### config.mk
export PLATFORM = sky130hd
export DESIGN_NAME = can_bit_timing_search_top
export DESIGN_NICKNAME = d
export VERILOG_FILES = /design/src/design/cbts_pkg.sv /design/src/design/can_bit_timing_search_top.sv
export SDC_FILE = /design/constraint.sdc
export NUM_CORES = 1
export LEC_CHECK = 0
export BUFFER_PORTS_ARGS = -buffer_cell sky130_fd_sc_hd__buf_2
export CORE_ASPECT_RATIO = 0.6
export CORE_MARGIN = 3
export CORE_UTILIZATION = 63
export DETAILED_ROUTE_END_ITERATION = 16
export PLACE_DENSITY_LB_ADDON = 0.25
export SYNTH_ARGS = -nofsm -noshare
export SYNTH_HDL_FRONTEND = slang
export SYNTH_SLANG_ARGS = --single-unit
### constraint.sdc
create_clock -name clk -period 9.55 [get_ports clk]
set_input_delay 1.91 -clock clk [delete_from_list [all_inputs] [get_ports clk]]
set_output_delay 1.91 -clock clk [all_outputs]
set_load 0.05 [all_outputs]
### src/design/cbts_pkg.sv
// cbts_pkg: shared constants for the can bit timing search block
// register indexes, field widths and fixed arithmetic constants
// no dependencies
package cbts_pkg;

  // configuration register indexes (byte address = 4 * index)
  localparam logic [1:0] REG_INPUT_CLOCK = 2'd0;
  localparam logic [1:0] REG_SAMPLE_PT   = 2'd1;
  localparam logic [1:0] REG_JUMP_WIDTH  = 2'd2;
  localparam logic [1:0] REG_EXACT_RATE  = 2'd3;

  // field widths
  localparam int CLK_W    = 30;
  localparam int SP_W     = 7;
  localparam int JW_W     = 3;
  localparam int RATE_W   = 20;
  localparam int PRESC_FW = 10;
  localparam int SEG1_FW  = 4;
  localparam int SEG2_FW  = 3;

  // reset values of the configuration registers
  localparam logic [CLK_W-1:0] CLK_RESET = 30'd12000000;
  localparam logic [SP_W-1:0]  SP_RESET  = 7'd75;
  localparam logic [JW_W-1:0]  JW_RESET  = 3'd1;

  // percent scale and the reciprocal used for x / 100 on products below 2^14
  localparam int PCT_SCALE   = 100;
  localparam int RECIP_100   = 5243;
  localparam int RECIP_W     = 13;
  localparam int RECIP_SHIFT = 19;

endpackage

### src/design/can_bit_timing_search_top.sv
// can_bit_timing_search_top: bit timing search over quanta-per-bit widths
// depends on cbts_pkg; single module with a bit-serial divider pair
//
// usage:
//   configuration goes through the apb-style port (four 32-bit registers at
//   byte addresses 0, 4, 8, 12: input clock, sample point, jump width, exact
//   rate); write only while the block is idle.
//   the slave stream takes one requested bit rate per transaction in
//   s_tdata[19:0]; the master stream returns one result per request with
//   m_tuser = found and the prescaler and segment fields in m_tdata.
//   each width runs a multiply, a reciprocal step, a load, a 30-step restoring
//   divide of the input clock by the quantum clock (the sample point divide runs
//   beside it on a second serial unit) and an evaluation step.
//   a full search runs over the default 22 widths and stops early on an exact
//   match; a zero bit rate skips the search.
//   one request is worked on at a time; a new request is taken as soon as
//   the search ends, even while the last result still waits in the output
//   register. a stalled receiver holds the finished search until the output
//   register frees up.
//   reset (synchronous, active high) restores the register defaults and
//   drops any search and pending result.
module can_bit_timing_search_top
  import cbts_pkg::*;
#(
  parameter int SEG_ONE_MIN     = 1,
  parameter int SEG_ONE_MAX     = 15,
  parameter int SEG_TWO_MAX     = 7,
  parameter int PRESCALER_LIMIT = 1024
) (
  input  logic        clk,
  input  logic        rst,
  // configuration port
  input  logic        psel,
  input  logic        penable,
  input  logic        pwrite,
  input  logic [3:0]  paddr,
  input  logic [31:0] pwdata,
  output logic [31:0] prdata,
  output logic        pready,
  // request stream
  input  logic        s_tvalid,
  output logic        s_tready,
  input  logic [23:0] s_tdata,   // [19:0] bit_rate, rest zero
  // result stream
  output logic        m_tvalid,
  input  logic        m_tready,
  output logic [23:0] m_tdata,   // [9:0] prescaler_minus_one, [13:10] phase_one_field,
                                 // [16:14] phase_two_field, rest zero
  output logic        m_tuser    // [0] found
);

  localparam int WIDTH_TOP    = SEG_ONE_MAX + SEG_TWO_MAX + 3;
  localparam int WIDTH_BOTTOM = SEG_ONE_MIN + 3;
  localparam int WB           = $clog2(WIDTH_TOP + 1);
  localparam int QW           = RATE_W + WB;        // quantum clock width
  localparam int PROD_W       = WB + SP_W;          // width * sample point
  localparam int Q100_W       = WB + 1;             // (width * sample point) / 100
  localparam int SDIV_W       = Q100_W + SP_W;      // (s1 + 1) * 100
  localparam int DCNT_W       = $clog2(CLK_W + 1);
  localparam int SCNT_W       = $clog2(SDIV_W + 1);

  typedef enum logic [2:0] {
    ST_IDLE,
    ST_MUL,
    ST_RECIP,
    ST_LOAD,
    ST_DIV,
    ST_EVAL,
    ST_DONE
  } state_t;

  state_t state;

  // configuration registers
  logic [CLK_W-1:0] input_clock_hz;
  logic [SP_W-1:0]  sample_point_percent;
  logic [JW_W-1:0]  jump_width;
  logic             exact_rate;

  // search registers
  logic [RATE_W-1:0]   rate;
  logic [WB-1:0]       width;
  logic [QW-1:0]       qclk;
  logic [PROD_W-1:0]   sp_prod;
  logic [Q100_W-1:0]   q100;

  // main serial divider: input clock / quantum clock
  logic [CLK_W-1:0]    div_quo;
  logic [QW-1:0]       div_rem;
  logic [DCNT_W-1:0]   div_cnt;

  // small serial divider: (s1 + 1) * 100 / width
  logic [SDIV_W-1:0]   sdiv_quo;
  logic [WB-1:0]       sdiv_rem;
  logic [SCNT_W-1:0]   sdiv_cnt;

  // best candidate
  logic                best_found;
  logic                best_err_open;
  logic [QW-1:0]       best_err;
  logic [SDIV_W-1:0]   best_delta;
  logic [PRESC_FW-1:0] best_presc;
  logic [SEG1_FW-1:0]  best_seg1;
  logic [SEG2_FW-1:0]  best_seg2;

  // output register fields
  logic                out_found;
  logic [PRESC_FW-1:0] out_presc;
  logic [SEG1_FW-1:0]  out_seg1;
  logic [SEG2_FW-1:0]  out_seg2;

  // apb write strobe
  logic cfg_write;
  assign pready    = 1'b1;
  assign cfg_write = psel && penable && pwrite && pready;

  // configuration registers
  always_ff @(posedge clk) begin
    if (rst) begin
      input_clock_hz       <= CLK_RESET;
      sample_point_percent <= SP_RESET;
      jump_width           <= JW_RESET;
      exact_rate           <= 1'b0;
    end else if (cfg_write) begin
      case (paddr[3:2])
        REG_INPUT_CLOCK: input_clock_hz       <= pwdata[CLK_W-1:0];
        REG_SAMPLE_PT:   sample_point_percent <= pwdata[SP_W-1:0];
        REG_JUMP_WIDTH:  jump_width           <= pwdata[JW_W-1:0];
        REG_EXACT_RATE:  exact_rate           <= pwdata[0];
        default: ;
      endcase
    end
  end

  // register readback
  always_comb begin
    case (paddr[3:2])
      REG_INPUT_CLOCK: prdata = {{(32-CLK_W){1'b0}}, input_clock_hz};
      REG_SAMPLE_PT:   prdata = {{(32-SP_W){1'b0}}, sample_point_percent};
      REG_JUMP_WIDTH:  prdata = {{(32-JW_W){1'b0}}, jump_width};
      REG_EXACT_RATE:  prdata = {31'd0, exact_rate};
      default:         prdata = 32'd0;
    endcase
  end

  // main divider step: shift in the next dividend bit, subtract when it fits
  logic [QW:0] div_trial;
  logic        div_fit;
  assign div_trial = {div_rem, div_quo[CLK_W-1]};
  assign div_fit   = div_trial >= {1'b0, qclk};

  // small divider step
  logic [WB:0] sdiv_trial;
  logic        sdiv_fit;
  assign sdiv_trial = {sdiv_rem, sdiv_quo[SDIV_W-1]};
  assign sdiv_fit   = sdiv_trial >= {1'b0, width};

  // reciprocal product for the divide by 100
  logic [PROD_W+RECIP_W-1:0] recip_prod;
  assign recip_prod = PROD_W'(sp_prod) * (PROD_W+RECIP_W)'(RECIP_100);

  // candidate evaluation
  logic [WB:0]         seg2_len;
  logic                split_ok;
  logic                err_ok;
  logic                presc_ok;
  logic [SDIV_W-1:0]   sp_ext;
  logic [SDIV_W-1:0]   delta;
  logic                take;
  logic                exact_hit;

  assign seg2_len = {1'b0, width} - {1'b0, q100[WB-1:0]};
  assign split_ok = (q100 >= Q100_W'(SEG_ONE_MIN + 2)) &&
                    (q100 <= Q100_W'(SEG_ONE_MAX + 2)) &&
                    ({1'b0, width} > q100) &&
                    (seg2_len > (WB+1)'(jump_width)) &&
                    (seg2_len <= (WB+1)'(SEG_TWO_MAX + 1)) &&
                    (seg2_len <= q100);
  assign err_ok   = best_err_open || (div_rem <= best_err);
  assign presc_ok = (div_quo != '0) && (div_quo <= CLK_W'(PRESCALER_LIMIT));
  assign sp_ext   = SDIV_W'(sample_point_percent);
  assign delta    = (sp_ext >= sdiv_quo) ? (sp_ext - sdiv_quo) : (sdiv_quo - sp_ext);
  assign take     = err_ok && presc_ok && split_ok &&
                    (!best_found || (div_rem < best_err) || (delta < best_delta));
  assign exact_hit = (div_rem == '0) && (delta == '0);

  assign s_tready = (state == ST_IDLE);

  // finished search moves into the output register
  logic out_load;
  assign out_load = (state == ST_DONE) && (!m_tvalid || m_tready);

  // search sequencer, datapath and output register
  always_ff @(posedge clk) begin
    if (rst) begin
      state    <= ST_IDLE;
      m_tvalid <= 1'b0;
    end else begin
      if (m_tvalid && m_tready && !out_load) begin
        m_tvalid <= 1'b0;
      end
      case (state)
        ST_IDLE: begin
          if (s_tvalid) begin
            rate          <= s_tdata[RATE_W-1:0];
            width         <= WB'(WIDTH_TOP);
            best_found    <= 1'b0;
            best_err_open <= !exact_rate;
            best_err      <= '0;
            best_delta    <= '0;
            best_presc    <= '0;
            best_seg1     <= '0;
            best_seg2     <= '0;
            state         <= (s_tdata[RATE_W-1:0] == '0) ? ST_DONE : ST_MUL;
          end
        end
        ST_MUL: begin
          qclk    <= QW'(rate) * QW'(width);
          sp_prod <= PROD_W'(width) * PROD_W'(sample_point_percent);
          state   <= ST_RECIP;
        end
        ST_RECIP: begin
          q100  <= recip_prod[RECIP_SHIFT +: Q100_W];
          state <= ST_LOAD;
        end
        ST_LOAD: begin
          div_quo  <= input_clock_hz;
          div_rem  <= '0;
          div_cnt  <= DCNT_W'(CLK_W);
          sdiv_quo <= SDIV_W'(q100) * SDIV_W'(PCT_SCALE);
          sdiv_rem <= '0;
          sdiv_cnt <= SCNT_W'(SDIV_W);
          state    <= ST_DIV;
        end
        ST_DIV: begin
          div_quo <= {div_quo[CLK_W-2:0], div_fit};
          div_rem <= div_fit ? QW'(div_trial - {1'b0, qclk}) : div_trial[QW-1:0];
          div_cnt <= div_cnt - 1'b1;
          if (sdiv_cnt != '0) begin
            sdiv_quo <= {sdiv_quo[SDIV_W-2:0], sdiv_fit};
            sdiv_rem <= sdiv_fit ? WB'(sdiv_trial - {1'b0, width}) : sdiv_trial[WB-1:0];
            sdiv_cnt <= sdiv_cnt - 1'b1;
          end
          if (div_cnt == DCNT_W'(1)) begin
            state <= ST_EVAL;
          end
        end
        ST_EVAL: begin
          if (take) begin
            best_found    <= 1'b1;
            best_err_open <= 1'b0;
            best_err      <= div_rem;
            best_delta    <= delta;
            best_presc    <= PRESC_FW'(div_quo - 1'b1);
            best_seg1     <= SEG1_FW'(q100 - Q100_W'(2));
            best_seg2     <= SEG2_FW'(seg2_len - 1'b1);
          end
          if ((take && exact_hit) || (width == WB'(WIDTH_BOTTOM))) begin
            state <= ST_DONE;
          end else begin
            width <= width - 1'b1;
            state <= ST_MUL;
          end
        end
        ST_DONE: begin
          // wait for the output register to free up
          if (out_load) begin
            m_tvalid  <= 1'b1;
            out_found <= best_found;
            out_presc <= best_found ? best_presc : '0;
            out_seg1  <= best_found ? best_seg1 : '0;
            out_seg2  <= best_found ? best_seg2 : '0;
            state     <= ST_IDLE;
          end
        end
        default: state <= ST_IDLE;
      endcase
    end
  end

  assign m_tuser = out_found;
  assign m_tdata = {{(24-PRESC_FW-SEG1_FW-SEG2_FW){1'b0}}, out_seg2, out_seg1, out_presc};

  // a result with nothing found carries all-zero fields
  a_not_found_zero: assert property (@(posedge clk) disable iff (rst)
    m_tvalid && !m_tuser |-> m_tdata == 24'd0)
    else $error("not-found result carries nonzero fields");

  // a found timing keeps segment two longer than the jump width and no longer than segment one plus one
  a_found_segments: assert property (@(posedge clk) disable iff (rst)
    m_tvalid && m_tuser |->
      ({1'b0, out_seg2} + 4'd1 > {1'b0, jump_width}) &&
      ({1'b0, out_seg2} <= {2'b0, out_seg1} + 5'd1))
    else $error("found result breaks segment limits");

  // a new result only appears straight out of the finishing state
  a_result_source: assert property (@(posedge clk) disable iff (rst)
    $rose(m_tvalid) |-> $past(state) == ST_DONE)
    else $error("result raised outside the finishing state");

endmodule
Word level (Yosys, flattened, before mapping)
Cells that the tools add are included.
{"block": "classes", "n_reduce_logical": 47, "shift": 0, "addsub": 11, "n_bitwise": 1, "eq_ne": 17, "n_mux": 46, "div": 0, "order_cmp": 13, "mul": 4}
{"cell": "$pmux W32 S4", "n": 1}
{"cell": "$pmux W25 S2", "n": 2}
{"cell": "$mux W25", "n": 3}
{"cell": "$pmux W30 S2", "n": 1}
{"cell": "$mux W13", "n": 4}
{"cell": "$pmux W13 S2", "n": 2}
{"cell": "$le A30 B11 Y1 const B", "n": 1}
{"cell": "$pmux W5 S2", "n": 3}
{"cell": "$reduce_bool A30 Y1", "n": 1}
{"cell": "$ge A26 B25 Y1", "n": 1}
{"cell": "$le A25 B25 Y1", "n": 1}
{"cell": "$logic_not A25 Y1", "n": 1}
{"cell": "$lt A25 B25 Y1", "n": 1}
{"cell": "$mul A12 B13 Y25 const B", "n": 1}
{"cell": "$mul A20 B5 Y25", "n": 1}
{"cell": "$sub A25 B25 Y25", "n": 1}
{"cell": "$mux W3", "n": 7}
{"cell": "$pmux W3 S7", "n": 1}
{"cell": "$logic_not A20 Y1", "n": 1}
{"cell": "$mux W10", "n": 2}
{"cell": "$mux W5", "n": 4}
{"cell": "$pmux W10 S2", "n": 1}
{"cell": "$logic_and A1 B1 Y1", "n": 16}
{"cell": "$pmux W4 S2", "n": 2}
{"cell": "other kinds (43)", "n": 80}
{"block": "totals", "romBits": 0, "register_bits": 270, "out_inout_bits": 60, "ramBits": 0, "latch_bits": 0, "mem_count": 0}

Depth between registers and ports, before layout
Gate-level depths: netlist (run 1).
{"block": "logic_depth", "ltp_word": 12, "ltp_mapped": 19}

Worst setup path after synthesis (run 1)
No wires, ideal clock.
{"block": "synth_timing", "path_kind": "register to register", "start": "register sample_point_percent[1]", "end": "register best_delta[0], enable pin", "path_buffers": 0, "required_ns": 9.059, "slack_ns": 2.477, "period_less_slack_ns": 7.073, "path_stages_with_launch": 17, "t_arrival_ns": 6.583, "path_cell_list": "dfxtp_1 -> inv_1 -> ha_1 -> nor2b_1 -> o31a_1 -> o41ai_4 -> o21ai_2 -> mux2i_1 -> xnor2_1 -> ha_1 -> a21o_1 -> a221o_1 -> a221oi_1 -> o21ai_0 -> a221oi_1 -> o211ai_1 -> a21oi_1"}
{"block": "synth_via", "elab_chain_len": 7, "elab_cells_between_ends": 9}
{"element": "start, declared", "line": "can_bit_timing_search_top.sv:76", "text": "logic [SP_W-1:0] sample_point_percent;"}
{"element": "start signal, assigned", "line": "can_bit_timing_search_top.sv:127", "text": "REG_SAMPLE_PT: sample_point_percent <= pwdata[SP_W-1:0];"}
{"element": "$sub A13 B7 Y13, or another cell as far along", "line": "can_bit_timing_search_top.sv:182", "text": "assign delta = (sp_ext >= sdiv_quo) ? (sp_ext - sdiv_quo) : (sdiv_quo - sp_ext);"}
{"element": "$mux W13 *", "line": "can_bit_timing_search_top.sv:182"}
{"element": "net delta[6]", "line": "can_bit_timing_search_top.sv:168", "text": "logic [SDIV_W-1:0] delta;"}
{"element": "$lt A13 B13 Y1 *", "line": "can_bit_timing_search_top.sv:184", "text": "(!best_found || (div_rem < best_err) || (delta < best_delta));"}
{"element": "$logic_or A1 B1 Y1 *", "line": "can_bit_timing_search_top.sv:184"}
{"element": "$logic_and A1 B1 Y1 *", "line": "can_bit_timing_search_top.sv:183", "text": "assign take = err_ok && presc_ok && split_ok &&"}
{"element": "$ne A2 B2 Y1 (no line) *"}
{"element": "$reduce_and A4 Y1 (no line) *"}
{"element": "end signal, assigned", "line": "can_bit_timing_search_top.sv:253", "text": "best_delta <= delta;"}
{"element": "end, declared", "line": "can_bit_timing_search_top.sv:101", "text": "logic [SDIV_W-1:0] best_delta;"}
The timed path passes the listed nets; every way through them passes the cells marked *.
A chain may end at the register's enable or synchronous reset.

Final worst setup path (run 1)
{"block": "layout_timing", "start": "register sample_point_percent[1]", "end": "register best_err[13], enable pin"}
{"block": "layout_via", "elab_chain_len": 7, "elab_cells_between_ends": 9}
{"element": "$sub A13 B7 Y13, or another cell as far along", "line": "can_bit_timing_search_top.sv:182"}
{"element": "$mux W13 *", "line": "can_bit_timing_search_top.sv:182"}
{"element": "net delta[6]", "line": "can_bit_timing_search_top.sv:168"}
{"element": "$lt A13 B13 Y1 *", "line": "can_bit_timing_search_top.sv:184"}
{"element": "$logic_or A1 B1 Y1 *", "line": "can_bit_timing_search_top.sv:184"}
{"element": "$logic_and A1 B1 Y1 *", "line": "can_bit_timing_search_top.sv:183"}
{"element": "$ne A2 B2 Y1 (no line) *"}
{"element": "$reduce_and A4 Y1 (no line) *"}
{"element": "end signal, assigned", "line": "can_bit_timing_search_top.sv:252", "text": "best_err <= div_rem;"}
{"element": "end, declared", "line": "can_bit_timing_search_top.sv:100", "text": "logic [QW-1:0] best_err;"}
Marks and branches as above.

==> qor.yml, run 1 <==
htree_num_levels: 1
ir_drop_mv: 0.215
crit_type: "reg2reg"
clkLatencyLatePin_ns: 0.56
fin_worst_skew_ns: 0.0136
setup_violations: 0
cts_buffer_depth: 3
dr.pass1.iters: 7
drc: 0
cts_buffers: 27
synth-edff-count: 225
ios: 127
grt_pass1_wl_um: 81000
cp.buffers_inverters: 2
holdBufCountCts: 0
rows: 51
clockRootBuffer: "clkbuf_16"
drtAntennaViolNets: 0
switching_share_pct: 39.0
synth_compound_area_share_pct: 9.28
end_kind: "register"
vias: 15800
synthesis.instances: 2179
fin_cells: 2743
fin_crit_sh_pct: 65.7
muxShareOfSynthArea_pct: 1.65
routed_wl_um: 50000
grt_pass1_vias: 15800
start_util_pct: 65.0
utilization_pct: 70.6
crit_path_max_incr_delay_ns: 0.62
cts_tree: "yes"
final_layout_size_suffix_gt1_share_pct: 8.46
p_seq_share_pct: 29.7
start_kind: "register"
synth-seq-cells: 270
fillCellCount: 2470
cap_violations: 0
async_flop_share_pct: 0
combPwrFrac_pct: 50.7
critPathTopFamily: "compound AO/OA/AOI/OAI gates"
drt_iter0_drc: 1383
hpwlAfterDp_um: 39100
synthSimpleGateAreaFrac_pct: 16.5
grt_overflow: 0
io_buffers: 108
fp.dieW_um: 244
whs_ns: 0.469
dieArea_mm2: 0.0363
post-cts-setup-buffers: 0
fin_nets: 2726
setup_tns_ns: 0
synthToLayoutAreaGrowth_pct: 8.60
slew_violations: 0
vias_per_cell: 5.76
clock-sinks: 270
synth_fa_ha_area_share_pct: 26.9
wire_per_inst_um: 18.2
ys.flop_type: "edfxtp_1"
core_area_mm2: 0.0329
synth_warnings: 0
p_total_mw: 5.25
p_per_area_mw_per_mm2: 226
worst_pin_slew_ns: 1.13
period_needed_ns: 6.28
grt_max_degree: 87
hold_viol: 0
dp_cells: 2693
leakagePower_nw: 10.6
path_cells: "inv_1 > ha_1 > nor2b_1 > o31a_1 > o41ai_4 > o21ai_2 > mux2i_1 > xnor2_1 > ha_1 > a21o_1 > a221o_1 > a221oi_1 > o21ai_0 > a221oi_1 > o211ai_1 > a21oi_4 > buf_4"
yosysSeqAreaShare_pct: 35.8
grt_antenna_before_repair: 1
chipHeight_um: 149
fmax_mhz: 159
clkSlewWorstSetupHoldPaths_ns: 0.06
path_max_fanout: 40
power_switching_mw: 2.05
min_path_type: "reg2reg"
ys_types: 74
syn_avg_cell_area_um2: 9.82
outcome: "finished clean"
clkPwrFrac_pct: 19.7
synthesis.area_mm2: 0.0214
multi_input_area_mm2: 0.0125
maxSlewHeadroom_pct: 24.9
place.gp.congestion: 0.947
arrival_ns: 6.47
p_int_mw: 3.20
synth_xor_area_share_pct: 3.76
slowest_stage: "a21oi_4"
cts_resized: 0
grt_usage_pct: 27.8
synth_top_family_by_area: "adder cells"
cp.required_ns: 9.74
register_area_mm2: 0.00766
rsz0062_at_grt: "no"
-- worst min-delay path, delay by kind of cell, from the launching register on --
kind	cells	cell delay, ns
AOI/OAI and AO/OA	1	0.05
DFF	1	0.32
and+or+nand+nor	1	0.05
-- sequential cells by signal, indices dropped and copies added, names as in the netlist, 12 cells and up --
signal,flops
sp_prod,12
best_err,25
div_quo,30
best_delta,13
rate,20
sdiv_quo,13
input_clock_hz,30
qclk,25
div_rem,25
-- power groups by stage --
stage	registers, mW	logic (mW)	clock network [mW]
floorplan	1.55	2.07	0
global placement	1.57	2.51	0
detailed placement	1.58	2.63	0
CTS	1.55	2.67	1.05
global route	1.56	3.07	1.10
finish	1.56	2.66	1.03
-- area by class of cell --
| cell class | instances | area share, % |
|---|---|---|
| inverters | 265 | 4.28 |
| repair buffers | 126 | 2.91 |
| diodes | 1 | 0.0108 |
| flip-flops and latches | 270 | 32.9 |
| well taps | 450 | 2.42 |
| multi-input cells | 1582 | 53.9 |
| clock buffers | 30 | 3.05 |
| clock inverters | 19 | 0.538 |
-- stage by stage --
| stage | instance area, um2 | setup slack [ns] |
|---|---|---|
| after detailed placement | 22400 | 3.38 |
| after CTS | 23200 | 3.37 |
| after floorplan | 21400 | 2.48 |
| final | 23200 | 3.27 |
| after global routing | 23200 | 2.93 |
| after global placement | 22400 | 3.52 |
-- cell families after synthesis --
group | after synthesis
simple gates | 747
fa+ha+maj | 387
buf+inv | 335
compound gates | 312
flops | 270
xor+xnor | 92
mux | 34
other cells | 2
-- synthesized netlist by cell type (3+ instances only) --
library cell / number / area, um2
dfxtp_1: 45 / 901
or4_1: 4 / 30.0
nand4_1: 16 / 100
a31oi_1: 7 / 43.8
o2111ai_1: 3 / 26.3
a21oi_1: 113 / 566
clkbuf_1: 54 / 203
and3_1: 6 / 37.5
nor4b_1: 4 / 35.0
edfxtp_1: 225 / 6760
nand3_1: 18 / 90.1
o31ai_1: 4 / 30.0
a21o_1: 31 / 233
buf_1: 3 / 11.3
a211oi_1: 13 / 97.6
mux2i_1: 33 / 330
xor2_1: 27 / 236
o221ai_1: 3 / 26.3
nor3_1: 31 / 155
nor2_1: 163 / 612
nand3b_1: 13 / 97.6
fa_1: 121 / 2420
o211ai_1: 9 / 67.6
o21a_1: 11 / 82.6
nand2b_1: 8 / 50.1
nor2b_1: 19 / 119
nand2_1: 292 / 1100
or2_2: 7 / 43.8
a221oi_1: 3 / 26.3
and2_1: 123 / 769
o21ai_1: 4 / 20.0
or3_1: 12 / 75.1
o21ai_0: 59 / 295
nor4_1: 19 / 119
inv_1: 265 / 995
o31a_1: 5 / 43.8
buf_4: 12 / 90.1
o21bai_1: 16 / 120
a211o_1: 8 / 70.1
ha_1: 266 / 3330
xnor2_1: 65 / 569
-- path summary, 6_finish.rpt --
check                                       startpoint                               to  slack, ns  depth (start not counted)
setup / recovery  sample_point_percent[1]$_SDFFE_PP1P_       best_err[13]$_SDFFCE_PN0P_       3.27                         17
hold / removal         input_clock_hz[24]$_SDFFE_PP0P_  input_clock_hz[24]$_SDFFE_PP0P_       0.47                          2
setup reg to reg  sample_point_percent[1]$_SDFFE_PP1P_       best_err[13]$_SDFFCE_PN0P_       3.27                         17
hold reg to reg        input_clock_hz[24]$_SDFFE_PP0P_  input_clock_hz[24]$_SDFFE_PP0P_       0.47                          2
-- cell usage in the layout (no fill, tap or decap), types with 30 or more instances in the layout --
| cell type | Yosys | final |
|---|---|---|
| fa_1 | 121 | 121 |
| nor2_1 | 163 | 161 |
| xnor2_1 | 65 | 65 |
| buf_2 | 1 | 108 |
| and2_1 | 123 | 123 |
| o21ai_0 | 59 | 59 |
| a21oi_1 | 113 | 110 |
| nand2_1 | 292 | 291 |
| nor3_1 | 31 | 30 |
| mux2i_1 | 33 | 33 |
| ha_1 | 266 | 266 |
| dfxtp_1 | 45 | 45 |
| edfxtp_1 | 225 | 225 |
| inv_1 | 265 | 265 |
| a21o_1 | 31 | 31 |
-- routing by layer --
| layer | global-route usage [%] | up-vias | part of all wire [%] |
|---|---|---|---|
| met5 | 0 | - | 0 |
| met3 | 5.93 | 67 | 9.2 |
| met4 | 4.89 | 0 | 1.7 |
| met2 | 41.7 | 572 | 42 |
| li1 | - | 7562 | - |
| met1 | 42.4 | 7600 | 47 |
No activity file was read; power rests on OpenSTA's default activity.
==> inputs of run 2 (changes only) <==
==> constraint.sdc (replaced) <==
create_clock -name clk -period 6.1 [get_ports clk]
set_input_delay 1.22 -clock clk [delete_from_list [all_inputs] [get_ports clk]]
set_output_delay 1.22 -clock clk [all_outputs]
set_load 0.05 [all_outputs]
==> run 2 against run 1 <==
Effect of this change: via count is 0.55% higher; largest cell class unchanged; register-to-register slack lost 2.9 ns; utilization rose by 0.24 points; sequential share of layout area fell by 0.11 points; total power grew 57%; hold slack better by 0.0043 ns.
==> qor.yml, run 2 (synthesis results as in run 1) <==
vias_per_cell: 5.78  # +0.33%
clockRootBuffer: "clkbuf_16"
path_max_fanout: 9  # -78%
htree_num_levels: 1  # unchanged
outcome: "finished clean"
reg_top3: "div_quo (30), input_clock_hz (30)"
power_switching_mw: 3.21  # +57%
multi_input_area_mm2: 0.0125  # about the same
post-cts-setup-buffers: 0  # unchanged
rows: 51  # unchanged
fin_crit_sh_pct: 93.8  # +28 points
fmax_mhz: 175  # +9.7%
switching_share_pct: 38.9  # -0.051 points
register_area_mm2: 0.00766  # unchanged
end_kind: "register"
fp.dieW_um: 244  # unchanged
grt_overflow: 0  # unchanged
leakagePower_nw: 10.6  # +0.30%
hold_viol: 0  # unchanged
crit_type: "reg2reg"
p_seq_share_pct: 29.5  # -0.2 points
drc: 0  # unchanged
wire_per_inst_um: 18.0  # -1.4%
start_kind: "register"
slew_violations: 0  # unchanged
maxSlewHeadroom_pct: 13.7  # -11 points
fin_worst_skew_ns: 0.0199  # +0.00632 ns
layout_common_cells: "291 x nand2_1, 266 x ha_1, 265 x inv_1, 225 x edfxtp_1, 162 x nor2_1"
cts_tree: "yes"
cp.required_ns: 6.40  # -3.34 ns
io_buffers: 108  # unchanged
grt_usage_pct: 27.4  # -0.43 points
grt_antenna_before_repair: 3  # +2
synthToLayoutAreaGrowth_pct: 8.97
ir_drop_mv: 0.356  # +66%
rsz0062_at_grt: "no"
grt_pass1_vias: 15500  # -1.9%
fin_nets: 2733  # +0.26%
cts_buffers: 27  # unchanged
min_path_type: "reg2reg"
layout_commonest_cell: "nand2_1"
vias: 15900  # +0.55%
routed_wl_um: 49400  # -1.1%
antenna_cells: 0  # -1
place_ws_ns: 0.544  # -2.84 ns
p_total_mw: 8.25  # +57%
holdBufCountCts: 0  # unchanged
setup_violations: 0  # unchanged
core_area_mm2: 0.0329  # unchanged
drt_iter0_drc: 1389  # +0.43%
fin_cells: 2749  # +0.22%
cts_resized: 0  # unchanged
ios: 127  # unchanged
drtAntennaViolNets: 0  # unchanged
chipHeight_um: 149  # unchanged
p_int_mw: 5.04  # +57%
arrival_ns: 6.03  # -0.44 ns
dp_cells: 2700  # +0.26%
dieArea_mm2: 0.0363  # unchanged
clock-sinks: 270  # unchanged
worst_pin_slew_ns: 1.29  # +0.163 ns
dr.pass1.iters: 5  # -2
hpwlAfterDp_um: 38600  # -1.4%
start_util_pct: 65.0  # unchanged
final_layout_size_suffix_gt1_share_pct: 8.61  # +0.15 points
grt_pass1_wl_um: 79600  # -1.7%
setup_tns_ns: 0  # unchanged
grt_max_degree: 86  # -1.1%
setup_slack_ns: 0.377  # -2.90 ns
cts_buffer_depth: 3  # unchanged
clkPwrFrac_pct: 20.0  # +0.3 points
fillCellCount: 2427  # -1.7%
period_needed_ns: 5.72  # -0.554 ns
whs_ns: 0.473  # +0.00426 ns
p_per_area_mw_per_mm2: 354  # +57%
cap_violations: 0  # unchanged
clkSlewWorstSetupHoldPaths_ns: 0.07  # about the same
combPwrFrac_pct: 50.4  # -0.3 points
place.gp.congestion: 0.942  # -0.51%
clkLatencyLatePin_ns: 0.58  # +0.02 ns
run 2: area by class of cell:
type | count | share of cell area (%)
multi-input cells | 1582 | 53.7
flip-flops and latches | 270 | 32.8
inverters | 265 | 4.26
clock buffers | 39 | 3.22
repair buffers | 133 | 3.18
well taps | 450 | 2.41
clock inverters | 10 | 0.434
run 2: critical path: stages (launching register included):
cell	delay, ns
dfxtp_1	0.47
inv_1	0.21
ha_1	0.37
nor2b_1	0.15
o31a_1	0.31
o41ai_4	0.43
o21ai_2	0.27
mux2i_1	0.18
xnor2_1	0.34
ha_1	0.32
a21o_1	0.18
a221o_1	0.34
a221oi_1	0.24
o21ai_0	0.12
a221oi_1	0.46
o2111ai_1	0.22
nor4_2	0.28
buf_4	0.21
nor2_1	0.09
a21o_1	0.26
run 2: per-layer routing:
metal  share of wire [%]  up-vias  global-route usage, %
li1                    -     7573                      -
met1                  46     7613                   41.9
met2                  42      622                   40.4
met3                 9.8       78                   5.95
met4                 1.9        2                   5.78
met5               0.034        -                      0
run 2: per-stage QoR:
stage / area (um2) / util, %
after floorplan: 21400 / -
after global placement: 22500 / 68.3
after detailed placement: 22500 / 68.3
after CTS: 23300 / 70.8
after global routing: 23300 / 70.8
final: 23300 / 70.8
run 2: worst paths after layout:
| path | from | to | slack [ns] | depth (start not counted) |
|---|---|---|---|---|
| setup / recovery | sample_point_percent[1]$_SDFFE_PP1P_ | width[0]$_SDFFCE_PN1P_ | 0.38 | 19 |
| hold / removal | input_clock_hz[6]$_SDFFE_PP0P_ | input_clock_hz[6]$_SDFFE_PP0P_ | 0.47 | 2 |
| setup reg to reg | sample_point_percent[1]$_SDFFE_PP1P_ | width[0]$_SDFFCE_PN1P_ | 0.38 | 19 |
| hold reg to reg | input_clock_hz[6]$_SDFFE_PP0P_ | input_clock_hz[6]$_SDFFE_PP0P_ | 0.47 | 2 |
run 2: power by group through the flow:
stage | clock network [mW] | registers (mW) | logic [mW]
3_3_place_gp | 0 | 2.46 | 3.94
4_1_cts | 1.67 | 2.43 | 4.17
5_1_grt | 1.75 | 2.45 | 4.76
3_5_place_dp | 0 | 2.47 | 4.13
6_report | 1.65 | 2.43 | 4.16
2_1_floorplan | 0 | 2.42 | 3.24
